File: src/sv/rkob_pkg.sv
package rkob_pkg;

    // Configuration register indexes.
    localparam int CFG_INDEX_W = 1;
    localparam int CFG_DATA_W  = 8;
    localparam logic [CFG_INDEX_W-1:0] CFG_GLOBAL_ALPHA = 1'b0;
    localparam logic [CFG_INDEX_W-1:0] CFG_KEY_ORDER    = 1'b1;

    localparam logic [7:0] GLOBAL_ALPHA_RESET = 8'd255;

    // Key order codes.
    localparam logic KEY_ORDER_RGBA = 1'b0;
    localparam logic KEY_ORDER_BGRA = 1'b1;

    // Alpha scaling rounding term.
    localparam logic [16:0] ALPHA_ROUND = 17'd511;

    // BT.601 studio-range conversion coefficients.
    localparam logic [15:0] LUMA_OFFSET   = 16'd4096;
    localparam logic [15:0] Y_R           = 16'd66;
    localparam logic [15:0] Y_G           = 16'd129;
    localparam logic [15:0] Y_B           = 16'd25;
    localparam logic [16:0] CHROMA_OFFSET = 17'd32768;
    localparam logic [16:0] CB_R          = 17'd38;
    localparam logic [16:0] CB_G          = 17'd74;
    localparam logic [16:0] CB_B          = 17'd112;
    localparam logic [16:0] CR_R          = 17'd112;
    localparam logic [16:0] CR_G          = 17'd94;
    localparam logic [16:0] CR_B          = 17'd18;

    // Blend rounding term.
    localparam logic [19:0] MIX_ROUND = 20'd256;

    typedef struct packed {
        logic [7:0] global_alpha;
        logic       key_order;
    } t_cfg;

    // One classified item as the front end hands it to the back end.
    typedef struct packed {
        logic [7:0] bg_cb;
        logic [7:0] bg_luma0;
        logic [7:0] bg_cr;
        logic [7:0] bg_luma1;
        logic [7:0] red0;
        logic [7:0] green0;
        logic [7:0] blue0;
        logic [7:0] red1;
        logic [7:0] green1;
        logic [7:0] blue1;
        logic [7:0] filt_red;
        logic [7:0] filt_green;
        logic [7:0] filt_blue;
        logic [8:0] alpha0;
        logic [8:0] alpha1;
        logic [8:0] alpha_chroma;
        logic       skip;
    } t_front_item;

endpackage

File: src/sv/rkob_ifs.sv
interface rkob_in_if;
    logic        valid;
    logic        ready;
    logic [7:0]  bg_cb;
    logic [7:0]  bg_luma0;
    logic [7:0]  bg_cr;
    logic [7:0]  bg_luma1;
    logic [31:0] key_first;
    logic [31:0] key_second;
    logic        line_start;

    modport source (
        output valid, bg_cb, bg_luma0, bg_cr, bg_luma1, key_first, key_second, line_start,
        input  ready
    );
    modport sink (
        input  valid, bg_cb, bg_luma0, bg_cr, bg_luma1, key_first, key_second, line_start,
        output ready
    );
endinterface

interface rkob_out_if;
    logic       valid;
    logic       ready;
    logic [7:0] out_cb;
    logic [7:0] out_luma0;
    logic [7:0] out_cr;
    logic [7:0] out_luma1;

    modport source (
        output valid, out_cb, out_luma0, out_cr, out_luma1,
        input  ready
    );
    modport sink (
        input  valid, out_cb, out_luma0, out_cr, out_luma1,
        output ready
    );
endinterface

File: src/sv/rgba_key_over_ycbcr422_blend.sv
// Alpha keyer that lays two RGBA (or BGRA) key pixels over one 4:2:2 YCbCr
// background pair per item. The block takes one item per clock while its queue
// has room and returns one result item per input item, in order. The front
// end splits the key pixels, scales alpha and runs the [1 2 1] chroma filter in
// the accepting cycle, so the item is written into the queue at the accepting
// edge; the back end then pops it and registers the BT.601 conversion, and the
// blend lands in the output register after that. The queue between front and
// back end is QUEUE_DEPTH items deep, so the input keeps flowing while a result
// waits to be taken; with the output stalled the block holds up to QUEUE_DEPTH + 2
// items before it drops ready. The filter history (previous key pixel) is updated
// by every accepted item, so the line_start flag must mark the first pair of every
// scanline.
// Configuration registers: index 0 is the global opacity (reset 255), index 1
// selects the key byte order (0 RGBA, 1 BGRA with the transparent-pair bypass).
// Write them only while no item is in flight.
module rgba_key_over_ycbcr422_blend #(
    parameter int QUEUE_DEPTH = 2
) (
    input  logic                                i_clk,
    input  logic                                i_rst_n,
    rkob_in_if.sink                             i_in,
    rkob_out_if.source                          o_out,
    input  logic                                i_cfg_we,
    input  logic [rkob_pkg::CFG_INDEX_W-1:0]    i_cfg_index,
    input  logic [rkob_pkg::CFG_DATA_W-1:0]     i_cfg_wdata
);

    rkob_pkg::t_cfg        r_cfg, n_cfg;
    rkob_pkg::t_front_item push_item, pop_item;
    logic                  push, q_ready, q_valid, pop;

    // Register file: the write lands at the clock edge where the enable is high.
    always_comb begin
        n_cfg = r_cfg;
        if (i_cfg_we) begin
            unique case (i_cfg_index)
                rkob_pkg::CFG_GLOBAL_ALPHA: begin
                    n_cfg.global_alpha = i_cfg_wdata[7:0];
                end
                rkob_pkg::CFG_KEY_ORDER: begin
                    n_cfg.key_order = i_cfg_wdata[0];
                end
                default: begin
                    n_cfg = r_cfg;
                end
            endcase
        end
    end

    always_ff @(posedge i_clk) begin
        if (!i_rst_n) begin
            r_cfg.global_alpha <= rkob_pkg::GLOBAL_ALPHA_RESET;
            r_cfg.key_order    <= rkob_pkg::KEY_ORDER_RGBA;
        end else begin
            r_cfg <= n_cfg;
        end
    end

    // Front end: splits the key pixels, scales alpha and filters chroma.
    rkob_front u_front (
        .i_clk     (i_clk),
        .i_rst_n   (i_rst_n),
        .i_in      (i_in),
        .i_cfg     (r_cfg),
        .i_q_ready (q_ready),
        .o_push    (push),
        .o_item    (push_item)
    );

    // Decoupling queue between the two halves.
    rkob_queue #(
        .DEPTH (QUEUE_DEPTH)
    ) u_queue (
        .i_clk   (i_clk),
        .i_rst_n (i_rst_n),
        .i_push  (push),
        .i_item  (push_item),
        .o_ready (q_ready),
        .o_valid (q_valid),
        .o_item  (pop_item),
        .i_pop   (pop)
    );

    // Back end: color conversion and blend, with the registered output.
    rkob_back u_back (
        .i_clk   (i_clk),
        .i_rst_n (i_rst_n),
        .i_valid (q_valid),
        .i_item  (pop_item),
        .o_pop   (pop),
        .o_out   (o_out)
    );

    // A pushed item is visible to the back end on the next cycle.
    a_push_shows: assert property (@(posedge i_clk) disable iff (!i_rst_n)
        push |=> q_valid)
        else $error("queue empty after a push");

    // A full queue is never empty.
    a_full_not_empty: assert property (@(posedge i_clk) disable iff (!i_rst_n)
        !q_ready |-> q_valid)
        else $error("queue reports full and empty at once");

    // The back end never pops from an empty queue.
    a_pop_valid: assert property (@(posedge i_clk) disable iff (!i_rst_n)
        pop |-> q_valid)
        else $error("pop from an empty queue");

    // Reset leaves no result on the output.
    a_reset_clears: assert property (@(posedge i_clk)
        !i_rst_n |=> !o_out.valid)
        else $error("output valid right after reset");

    // A global opacity write takes effect at the next cycle.
    a_cfg_alpha: assert property (@(posedge i_clk) disable iff (!i_rst_n)
        (i_cfg_we && (i_cfg_index == rkob_pkg::CFG_GLOBAL_ALPHA))
        |=> (r_cfg.global_alpha == $past(i_cfg_wdata[7:0])))
        else $error("global opacity write lost");

endmodule

File: src/sv/rkob_front.sv
module rkob_front (
    input  logic                  i_clk,
    input  logic                  i_rst_n,
    rkob_in_if.sink               i_in,
    input  rkob_pkg::t_cfg        i_cfg,
    input  logic                  i_q_ready,
    output logic                  o_push,
    output rkob_pkg::t_front_item o_item
);

    logic [7:0]  red0, green0, blue0, alpha0;
    logic [7:0]  red1, green1, blue1, alpha1;
    logic [16:0] scaled0, scaled1, global_x;
    logic [8:0]  k0, k1;
    logic [7:0]  prev_red, prev_green, prev_blue;
    logic [8:0]  prev_alpha;
    logic [9:0]  sum_red, sum_green, sum_blue;
    logic [10:0] sum_alpha;
    logic        accept;

    logic [7:0]  r_prev_red, r_prev_green, r_prev_blue;
    logic [8:0]  r_prev_alpha;

    // In BGRA order the low and high color bytes swap places.
    always_comb begin
        green0 = i_in.key_first[15:8];
        alpha0 = i_in.key_first[31:24];
        green1 = i_in.key_second[15:8];
        alpha1 = i_in.key_second[31:24];
        if (i_cfg.key_order == rkob_pkg::KEY_ORDER_BGRA) begin
            blue0 = i_in.key_first[7:0];
            red0  = i_in.key_first[23:16];
            blue1 = i_in.key_second[7:0];
            red1  = i_in.key_second[23:16];
        end else begin
            red0  = i_in.key_first[7:0];
            blue0 = i_in.key_first[23:16];
            red1  = i_in.key_second[7:0];
            blue1 = i_in.key_second[23:16];
        end
    end

    assign global_x = {9'd0, i_cfg.global_alpha};
    assign scaled0  = {9'd0, alpha0} * global_x + rkob_pkg::ALPHA_ROUND;
    assign scaled1  = {9'd0, alpha1} * global_x + rkob_pkg::ALPHA_ROUND;
    assign k0       = scaled0[16:8];
    assign k1       = scaled1[16:8];

    // At a line start the first pixel stands in for the previous one.
    always_comb begin
        if (i_in.line_start) begin
            prev_red   = red0;
            prev_green = green0;
            prev_blue  = blue0;
            prev_alpha = k0;
        end else begin
            prev_red   = r_prev_red;
            prev_green = r_prev_green;
            prev_blue  = r_prev_blue;
            prev_alpha = r_prev_alpha;
        end
    end

    assign sum_red   = {2'b0, prev_red}   + {1'b0, red0, 1'b0}   + {2'b0, red1};
    assign sum_green = {2'b0, prev_green} + {1'b0, green0, 1'b0} + {2'b0, green1};
    assign sum_blue  = {2'b0, prev_blue}  + {1'b0, blue0, 1'b0}  + {2'b0, blue1};
    assign sum_alpha = {2'b0, prev_alpha} + {1'b0, k0, 1'b0}     + {2'b0, k1};

    assign accept     = i_in.valid && i_q_ready;
    assign i_in.ready = i_q_ready;
    assign o_push     = accept;

    always_comb begin
        o_item.bg_cb        = i_in.bg_cb;
        o_item.bg_luma0     = i_in.bg_luma0;
        o_item.bg_cr        = i_in.bg_cr;
        o_item.bg_luma1     = i_in.bg_luma1;
        o_item.red0         = red0;
        o_item.green0       = green0;
        o_item.blue0        = blue0;
        o_item.red1         = red1;
        o_item.green1       = green1;
        o_item.blue1        = blue1;
        o_item.filt_red     = sum_red[9:2];
        o_item.filt_green   = sum_green[9:2];
        o_item.filt_blue    = sum_blue[9:2];
        o_item.alpha0       = k0;
        o_item.alpha1       = k1;
        o_item.alpha_chroma = sum_alpha[10:2];
        o_item.skip         = (i_cfg.key_order == rkob_pkg::KEY_ORDER_BGRA)
                              && (k0 == 9'd0) && (k1 == 9'd0);
    end

    // The second pixel becomes the previous pixel of the next item.
    always_ff @(posedge i_clk) begin
        if (!i_rst_n) begin
            r_prev_red   <= '0;
            r_prev_green <= '0;
            r_prev_blue  <= '0;
            r_prev_alpha <= '0;
        end else if (accept) begin
            r_prev_red   <= red1;
            r_prev_green <= green1;
            r_prev_blue  <= blue1;
            r_prev_alpha <= k1;
        end
    end

endmodule

File: src/sv/rkob_queue.sv
module rkob_queue #(
    parameter int DEPTH = 2
) (
    input  logic                  i_clk,
    input  logic                  i_rst_n,
    input  logic                  i_push,
    input  rkob_pkg::t_front_item i_item,
    output logic                  o_ready,
    output logic                  o_valid,
    output rkob_pkg::t_front_item o_item,
    input  logic                  i_pop
);

    localparam int PW = (DEPTH > 1) ? $clog2(DEPTH) : 1;
    localparam int CW = $clog2(DEPTH + 1);
    localparam logic [PW-1:0] LAST = PW'(DEPTH - 1);
    localparam logic [CW-1:0] FULL = CW'(DEPTH);

    rkob_pkg::t_front_item r_mem [DEPTH];
    logic [PW-1:0] r_wr_ptr, r_rd_ptr;
    logic [CW-1:0] r_count;
    logic          do_push, do_pop;

    assign o_ready = (r_count != FULL);
    assign o_valid = (r_count != '0);
    assign o_item  = r_mem[r_rd_ptr];
    assign do_push = i_push && o_ready;
    assign do_pop  = i_pop && o_valid;

    always_ff @(posedge i_clk) begin
        if (do_push) begin
            r_mem[r_wr_ptr] <= i_item;
        end
    end

    always_ff @(posedge i_clk) begin
        if (!i_rst_n) begin
            r_wr_ptr <= '0;
            r_rd_ptr <= '0;
            r_count  <= '0;
        end else begin
            if (do_push) begin
                r_wr_ptr <= (r_wr_ptr == LAST) ? '0 : r_wr_ptr + 1'b1;
            end
            if (do_pop) begin
                r_rd_ptr <= (r_rd_ptr == LAST) ? '0 : r_rd_ptr + 1'b1;
            end
            if (do_push && !do_pop) begin
                r_count <= r_count + 1'b1;
            end else if (do_pop && !do_push) begin
                r_count <= r_count - 1'b1;
            end
        end
    end

endmodule

File: src/sv/rkob_back.sv
module rkob_back (
    input  logic                  i_clk,
    input  logic                  i_rst_n,
    input  logic                  i_valid,
    input  rkob_pkg::t_front_item i_item,
    output logic                  o_pop,
    rkob_out_if.source            o_out
);

    typedef struct packed {
        logic [7:0] bg_cb;
        logic [7:0] bg_luma0;
        logic [7:0] bg_cr;
        logic [7:0] bg_luma1;
        logic [7:0] fg_cb;
        logic [7:0] fg_luma0;
        logic [7:0] fg_cr;
        logic [7:0] fg_luma1;
        logic [8:0] alpha0;
        logic [8:0] alpha1;
        logic [8:0] alpha_chroma;
        logic       skip;
    } t_back_item;

    function automatic logic [7:0] luma_of(logic [7:0] r, logic [7:0] g, logic [7:0] b);
        logic [15:0] acc;
        acc = rkob_pkg::LUMA_OFFSET + rkob_pkg::Y_R * {8'd0, r}
              + rkob_pkg::Y_G * {8'd0, g} + rkob_pkg::Y_B * {8'd0, b};
        return acc[15:8];
    endfunction

    // bg*(255-k) + fg*k + 256 rewritten as 255*bg + (fg-bg)*k + 256. The sum
    // never goes negative and never exceeds 16 bits for these inputs.
    function automatic logic [7:0] mix(logic [7:0] bg, logic [7:0] fg, logic [8:0] k);
        logic signed [9:0]  diff;
        logic signed [19:0] prod;
        logic signed [19:0] acc;
        diff = $signed({2'b0, fg}) - $signed({2'b0, bg});
        prod = diff * $signed({1'b0, k});
        acc  = $signed({4'b0, bg, 8'b0}) - $signed({12'b0, bg}) + prod
               + $signed(rkob_pkg::MIX_ROUND);
        return acc[15:8];
    endfunction

    t_back_item  n_s1, r_s1;
    logic        r_s1_valid, r_o_valid;
    logic [16:0] cb_acc, cr_acc;
    logic        out_free, s1_move, s1_free;
    logic [7:0]  r_out_cb, r_out_luma0, r_out_cr, r_out_luma1;

    assign out_free = !r_o_valid || o_out.ready;
    assign s1_move  = r_s1_valid && out_free;
    assign s1_free  = !r_s1_valid || s1_move;
    assign o_pop    = i_valid && s1_free;

    assign cb_acc = rkob_pkg::CHROMA_OFFSET + rkob_pkg::CB_B * {9'd0, i_item.filt_blue}
                    - rkob_pkg::CB_R * {9'd0, i_item.filt_red}
                    - rkob_pkg::CB_G * {9'd0, i_item.filt_green};
    assign cr_acc = rkob_pkg::CHROMA_OFFSET + rkob_pkg::CR_R * {9'd0, i_item.filt_red}
                    - rkob_pkg::CR_G * {9'd0, i_item.filt_green}
                    - rkob_pkg::CR_B * {9'd0, i_item.filt_blue};

    always_comb begin
        n_s1.bg_cb        = i_item.bg_cb;
        n_s1.bg_luma0     = i_item.bg_luma0;
        n_s1.bg_cr        = i_item.bg_cr;
        n_s1.bg_luma1     = i_item.bg_luma1;
        n_s1.fg_cb        = cb_acc[15:8];
        n_s1.fg_luma0     = luma_of(i_item.red0, i_item.green0, i_item.blue0);
        n_s1.fg_cr        = cr_acc[15:8];
        n_s1.fg_luma1     = luma_of(i_item.red1, i_item.green1, i_item.blue1);
        n_s1.alpha0       = i_item.alpha0;
        n_s1.alpha1       = i_item.alpha1;
        n_s1.alpha_chroma = i_item.alpha_chroma;
        n_s1.skip         = i_item.skip;
    end

    always_ff @(posedge i_clk) begin
        if (o_pop) begin
            r_s1 <= n_s1;
        end
        if (s1_move) begin
            if (r_s1.skip) begin
                r_out_cb    <= r_s1.bg_cb;
                r_out_luma0 <= r_s1.bg_luma0;
                r_out_cr    <= r_s1.bg_cr;
                r_out_luma1 <= r_s1.bg_luma1;
            end else begin
                r_out_cb    <= mix(r_s1.bg_cb, r_s1.fg_cb, r_s1.alpha_chroma);
                r_out_luma0 <= mix(r_s1.bg_luma0, r_s1.fg_luma0, r_s1.alpha0);
                r_out_cr    <= mix(r_s1.bg_cr, r_s1.fg_cr, r_s1.alpha_chroma);
                r_out_luma1 <= mix(r_s1.bg_luma1, r_s1.fg_luma1, r_s1.alpha1);
            end
        end
    end

    always_ff @(posedge i_clk) begin
        if (!i_rst_n) begin
            r_s1_valid <= 1'b0;
            r_o_valid  <= 1'b0;
        end else begin
            if (s1_free) begin
                r_s1_valid <= o_pop;
            end
            if (out_free) begin
                r_o_valid <= s1_move;
            end
        end
    end

    assign o_out.valid     = r_o_valid;
    assign o_out.out_cb    = r_out_cb;
    assign o_out.out_luma0 = r_out_luma0;
    assign o_out.out_cr    = r_out_cr;
    assign o_out.out_luma1 = r_out_luma1;

endmodule

File: src/flat_wrapper.sv
// flat-port wrapper written by rule: the top's interface ports become plain ports
module rgba_key_over_ycbcr422_blend_flat 
#(
    parameter int QUEUE_DEPTH = 2
)
  (i_clk, i_rst_n, i_cfg_we, i_cfg_index, i_cfg_wdata, i_in_valid, i_in_bg_cb, i_in_bg_luma0, i_in_bg_cr, i_in_bg_luma1, i_in_key_first, i_in_key_second, i_in_line_start, i_in_ready, o_out_valid, o_out_out_cb, o_out_out_luma0, o_out_out_cr, o_out_out_luma1, o_out_ready);
  rkob_in_if i_in_i ();
  rkob_out_if o_out_i ();
  input  logic i_clk;
  input  logic i_rst_n;
  input  logic i_cfg_we;
  input  logic [rkob_pkg::CFG_INDEX_W-1:0] i_cfg_index;
  input  logic [rkob_pkg::CFG_DATA_W-1:0] i_cfg_wdata;
  input wire logic [$bits(i_in_i.valid)-1:0] i_in_valid;
  input wire logic [$bits(i_in_i.bg_cb)-1:0] i_in_bg_cb;
  input wire logic [$bits(i_in_i.bg_luma0)-1:0] i_in_bg_luma0;
  input wire logic [$bits(i_in_i.bg_cr)-1:0] i_in_bg_cr;
  input wire logic [$bits(i_in_i.bg_luma1)-1:0] i_in_bg_luma1;
  input wire logic [$bits(i_in_i.key_first)-1:0] i_in_key_first;
  input wire logic [$bits(i_in_i.key_second)-1:0] i_in_key_second;
  input wire logic [$bits(i_in_i.line_start)-1:0] i_in_line_start;
  output wire logic [$bits(i_in_i.ready)-1:0] i_in_ready;
  output wire logic [$bits(o_out_i.valid)-1:0] o_out_valid;
  output wire logic [$bits(o_out_i.out_cb)-1:0] o_out_out_cb;
  output wire logic [$bits(o_out_i.out_luma0)-1:0] o_out_out_luma0;
  output wire logic [$bits(o_out_i.out_cr)-1:0] o_out_out_cr;
  output wire logic [$bits(o_out_i.out_luma1)-1:0] o_out_out_luma1;
  input wire logic [$bits(o_out_i.ready)-1:0] o_out_ready;
  assign i_in_i.valid = i_in_valid;
  assign i_in_i.bg_cb = i_in_bg_cb;
  assign i_in_i.bg_luma0 = i_in_bg_luma0;
  assign i_in_i.bg_cr = i_in_bg_cr;
  assign i_in_i.bg_luma1 = i_in_bg_luma1;
  assign i_in_i.key_first = i_in_key_first;
  assign i_in_i.key_second = i_in_key_second;
  assign i_in_i.line_start = i_in_line_start;
  assign i_in_ready = i_in_i.ready;
  assign o_out_valid = o_out_i.valid;
  assign o_out_out_cb = o_out_i.out_cb;
  assign o_out_out_luma0 = o_out_i.out_luma0;
  assign o_out_out_cr = o_out_i.out_cr;
  assign o_out_out_luma1 = o_out_i.out_luma1;
  assign o_out_i.ready = o_out_ready;
  rgba_key_over_ycbcr422_blend #(.QUEUE_DEPTH(QUEUE_DEPTH)) u_core (.i_clk(i_clk), .i_rst_n(i_rst_n), .i_in(i_in_i), .o_out(o_out_i), .i_cfg_we(i_cfg_we), .i_cfg_index(i_cfg_index), .i_cfg_wdata(i_cfg_wdata));
endmodule
File: config.mk
export PLATFORM = sky130hd
export DESIGN_NAME = rgba_key_over_ycbcr422_blend_flat
export DESIGN_NICKNAME = d
export VERILOG_FILES = /design/src/sv/rkob_pkg.sv /design/src/sv/rkob_ifs.sv /design/src/sv/rgba_key_over_ycbcr422_blend.sv /design/src/sv/rkob_front.sv /design/src/sv/rkob_queue.sv /design/src/sv/rkob_back.sv /design/src/flat_wrapper.sv
export SDC_FILE = /design/constraint.sdc
export NUM_CORES = 2
export LEC_CHECK = 0
export BUFFER_PORTS_ARGS = -buffer_cell sky130_fd_sc_hd__buf_2
export CORE_AREA = 4 4 305 307
export CTS_CLUSTER_DIAMETER = 60
export DETAILED_ROUTE_END_ITERATION = 10
export DIE_AREA = 0 0 309 311
export PLACE_DENSITY = 0.69
export SYNTH_ARGS = -nofsm -noshare
export SYNTH_HDL_FRONTEND = slang
export SYNTH_SLANG_ARGS = --single-unit
File: constraint.sdc
create_clock -name i_clk -period 23 [get_ports i_clk]
set_input_delay 3.45 -clock i_clk [delete_from_list [all_inputs] [get_ports i_clk]]
set_output_delay 3.45 -clock i_clk [all_outputs]
set_load 0.02 [all_outputs]
==> reports/results.ini <==
[clocking]
clkSinkCount=437
tritoncts=done
clkLatencyLatePin_ns=0.65
path_clk_slew_ns=0.06
cts_buffer_depth=3
cts-root-buf=clkbuf_16
holdBufCountCts=0
ctsHtreeMaxLevel=2
cts_buffers=54
cts_setup_buffers=0
cts_resized=0

[hold_path]
hold_class=flip-flop to flip-flop
min_from=u_core.u_front.r_prev_green[1]
hold-path-endpoint=u_core.u_front.r_prev_green[1]
whs_path_depth=2

[placement]
port_buffers=144
dp.cells=5372
hpwl_mm=75.27
gp_congestion=0.8814
place_area_sq_um=45970

[sta]
slew-limit-headroom_pct=38.09
setup-tns-final_ns=0
fin_worst_skew_ns=0.05366
fmax_ghz=0.1040
finalHoldViolCount=0
finalCritPeriodShare_pct=41.79
rsz0062_at_grt=false
worst_slew_pin_slew_ns=0.9286
setup_violations=0
layout_min_cycle_time_ns=9.611
slew_viol_final=0

[floorplanning]
coreArea_sq_um=90010
num_rows=110
dieHeight_um=311
io_pins=145
fp.dieW_um=309
initial_utilization_pct=48.72
die_area_sq_um=96100

[logic_synthesis]
yosys_warnings=0
ys_seq_area_share_pct=28.81
synthesis.instances=4103
synthesis.nets=5303
syn-cell-area_sq_um=43850
synth-edff-count=388
async_flop_share_pct=0
synth_ff_type=edfxtp_1
ys_ff_latch=437
ys_types=67
syn-mean-instance-area_sq_um=10.69

[global_routing]
grt-ovfl-total=0
grt_max_degree=133
grt_pass1_vias=30160
grt_pass1_wl_mm=157.0
antenna_found_initial=18
grt_usage_pct=20.45

[detailed_routing]
dr.pass1.iters=5
wl_per_cell_um=17.43
drt_iter0_drc=1748
vias=28380
totalWireLength_mm=95.48
final_antenna_net_count=0
drt-vias-per-instance=5.180
drc=0

[worst_setup_path]
worstSetupPathType=input pin to flip-flop
slowest_delay_ns=0.57
reg2reg_from=u_core.u_back.r_s1[77]
worstPathMaxFanout=8
end_kind=flip-flop
required_ns=23.35
worst_r2r_endpoint=u_core.u_back.o_out.out_luma0[7]
r2r_setup_slack_ns=15.34
critPathTopFamily=adder cells
ff2ff_path_depth=25
cp-start-kind=input pin
cp_slowest_cell=fa_1
cp.arrival_ns=9.96
path_buf_inv=6

[final_layout]
layout_common_cells=inv_1, ha_1, fa_1
stdcell_count=5478
nNetsFinal=5452
drive_gt1_share_pct=9.774
design_area_sq_um=47800
fillers=7888
area_growth_pct=9.013
final_common_cell=inv_1

[run_status]
status=complete, no violations

[run]
cap_violations=0

## synthesized netlist by cell type (10+ instances only)
cell type	number	area share, %
o21bai_1	24	0.41
and2_1	158	2.3
ha_1	611	17
dfxtp_1	49	2.2
inv_1	801	6.9
o31ai_1	14	0.24
buf_1	15	0.13
or3_1	13	0.19
nor2_1	163	1.4
xor2_1	43	0.86
nand3_1	41	0.47
a21oi_1	126	1.4
a211oi_1	10	0.17
fa_1	478	22
mux2i_1	32	0.73
xnor2_1	137	2.7
mux2_2	151	3.9
and3_1	21	0.30
clkbuf_1	56	0.48
o41ai_1	10	0.20
nor3_1	62	0.71
nand2_1	335	2.9
nor2b_1	62	0.88
nand2b_1	86	1.2
o21a_1	22	0.38
o21ai_0	72	0.82
a21o_1	31	0.53
edfxtp_1	388	27
## cell type report
cell class                 instances  area [sq um]  share of cell area (%)
multi-input combinational       2793         27960                   58.49
sequential                       437         12640                   26.43
clock inverter                    33         421.7                  0.8820
tap                             1176          1471                   3.078
clock buffer                      68          1404                   2.937
inverter                         802          3013                   6.303
antenna                            5         12.51                 0.02617
timing repair buffer             164         883.3                   1.848
## worst max-delay path by stage
stage                             from                         end  slack [ns]  depth (start not counted)
floorplan                   i_in_valid  u_core.u_queue.r_mem[0][0]       13.09                          3
global placement    i_in_key_first[29]  u_core.u_queue.r_mem[0][8]       12.87                         29
detailed placement  i_in_key_first[30]  u_core.u_queue.r_mem[0][8]       12.79                         28
CTS                 i_in_key_first[29]  u_core.u_queue.r_mem[1][8]       13.44                         29
global route        i_in_key_first[29]  u_core.u_queue.r_mem[0][8]       12.93                         29
finish              i_in_key_first[29]  u_core.u_queue.r_mem[1][8]       13.39                         29
## routing by layer
metal / share of wire, % / up-vias / track usage, % / wire length [um]
met5: 0.049 / - / 0 / 47
met4: 2.7 / 8 / 5.333 / 2596
met3: 5.8 / 145 / 3.315 / 5571
met2: 47 / 581 / 34.48 / 45290
met1: 44 / 13930 / 27.52 / 41970
li1: - / 13720 / - / -
## registers in the layout (all words and copies together), names as in the netlist, 2 cells and up, named ones only
signal and count:
u_core.u_queue.r_mem 264, u_core.u_back.r_s1 92, u_core.r_cfg 9, u_core.u_front.r_prev_alpha 9, u_core.u_back.o_out.out_cb 8, u_core.u_back.o_out.out_cr 8, u_core.u_back.o_out.out_luma0 8, u_core.u_back.o_out.out_luma1 8
u_core.u_front.r_prev_blue 8, u_core.u_front.r_prev_green 8, u_core.u_front.r_prev_red 8, u_core.u_queue.r_count 2
## per-stage QoR
step	setup WS, ns	hold WS [ns]	utilization (%)
after floorplan	13.09	0.4338	-
after global placement	12.87	0.4393	51.07
after detailed placement	12.79	0.4463	51.07
after CTS	13.44	0.4548	53.10
after global routing	12.93	0.4741	53.10
final	13.39	0.4558	53.11
## worst reg2reg max path: cells and delay by family (launching register included)
family / cells / cell delay (ns)
fa+ha+maj: 7 / 3.11
compound gates: 6 / 1.67
simple gates: 5 / 1.24
xor+xnor: 2 / 0.53
flops: 1 / 0.48
buf+inv: 5 / 0.34
## cell families (layout without fill, tap and decap cells)
group	count (synthesis)	in the layout	share of synthesized area, %
adder cells (fa/ha/maj)	1089	1089	39.25
XOR/XNOR	180	180	3.595
multiplexers	183	183	4.608
buffers and inverters	873	1067	7.473
flip-flops	437	437	28.81
AO/OA/AOI/OAI	357	357	5.176
AND/OR/NAND/NOR	984	984	11.09
other	0	5	0
Power is not shown: default switching activity piles up to over one toggle a cycle in this logic, so the estimate is an artifact.
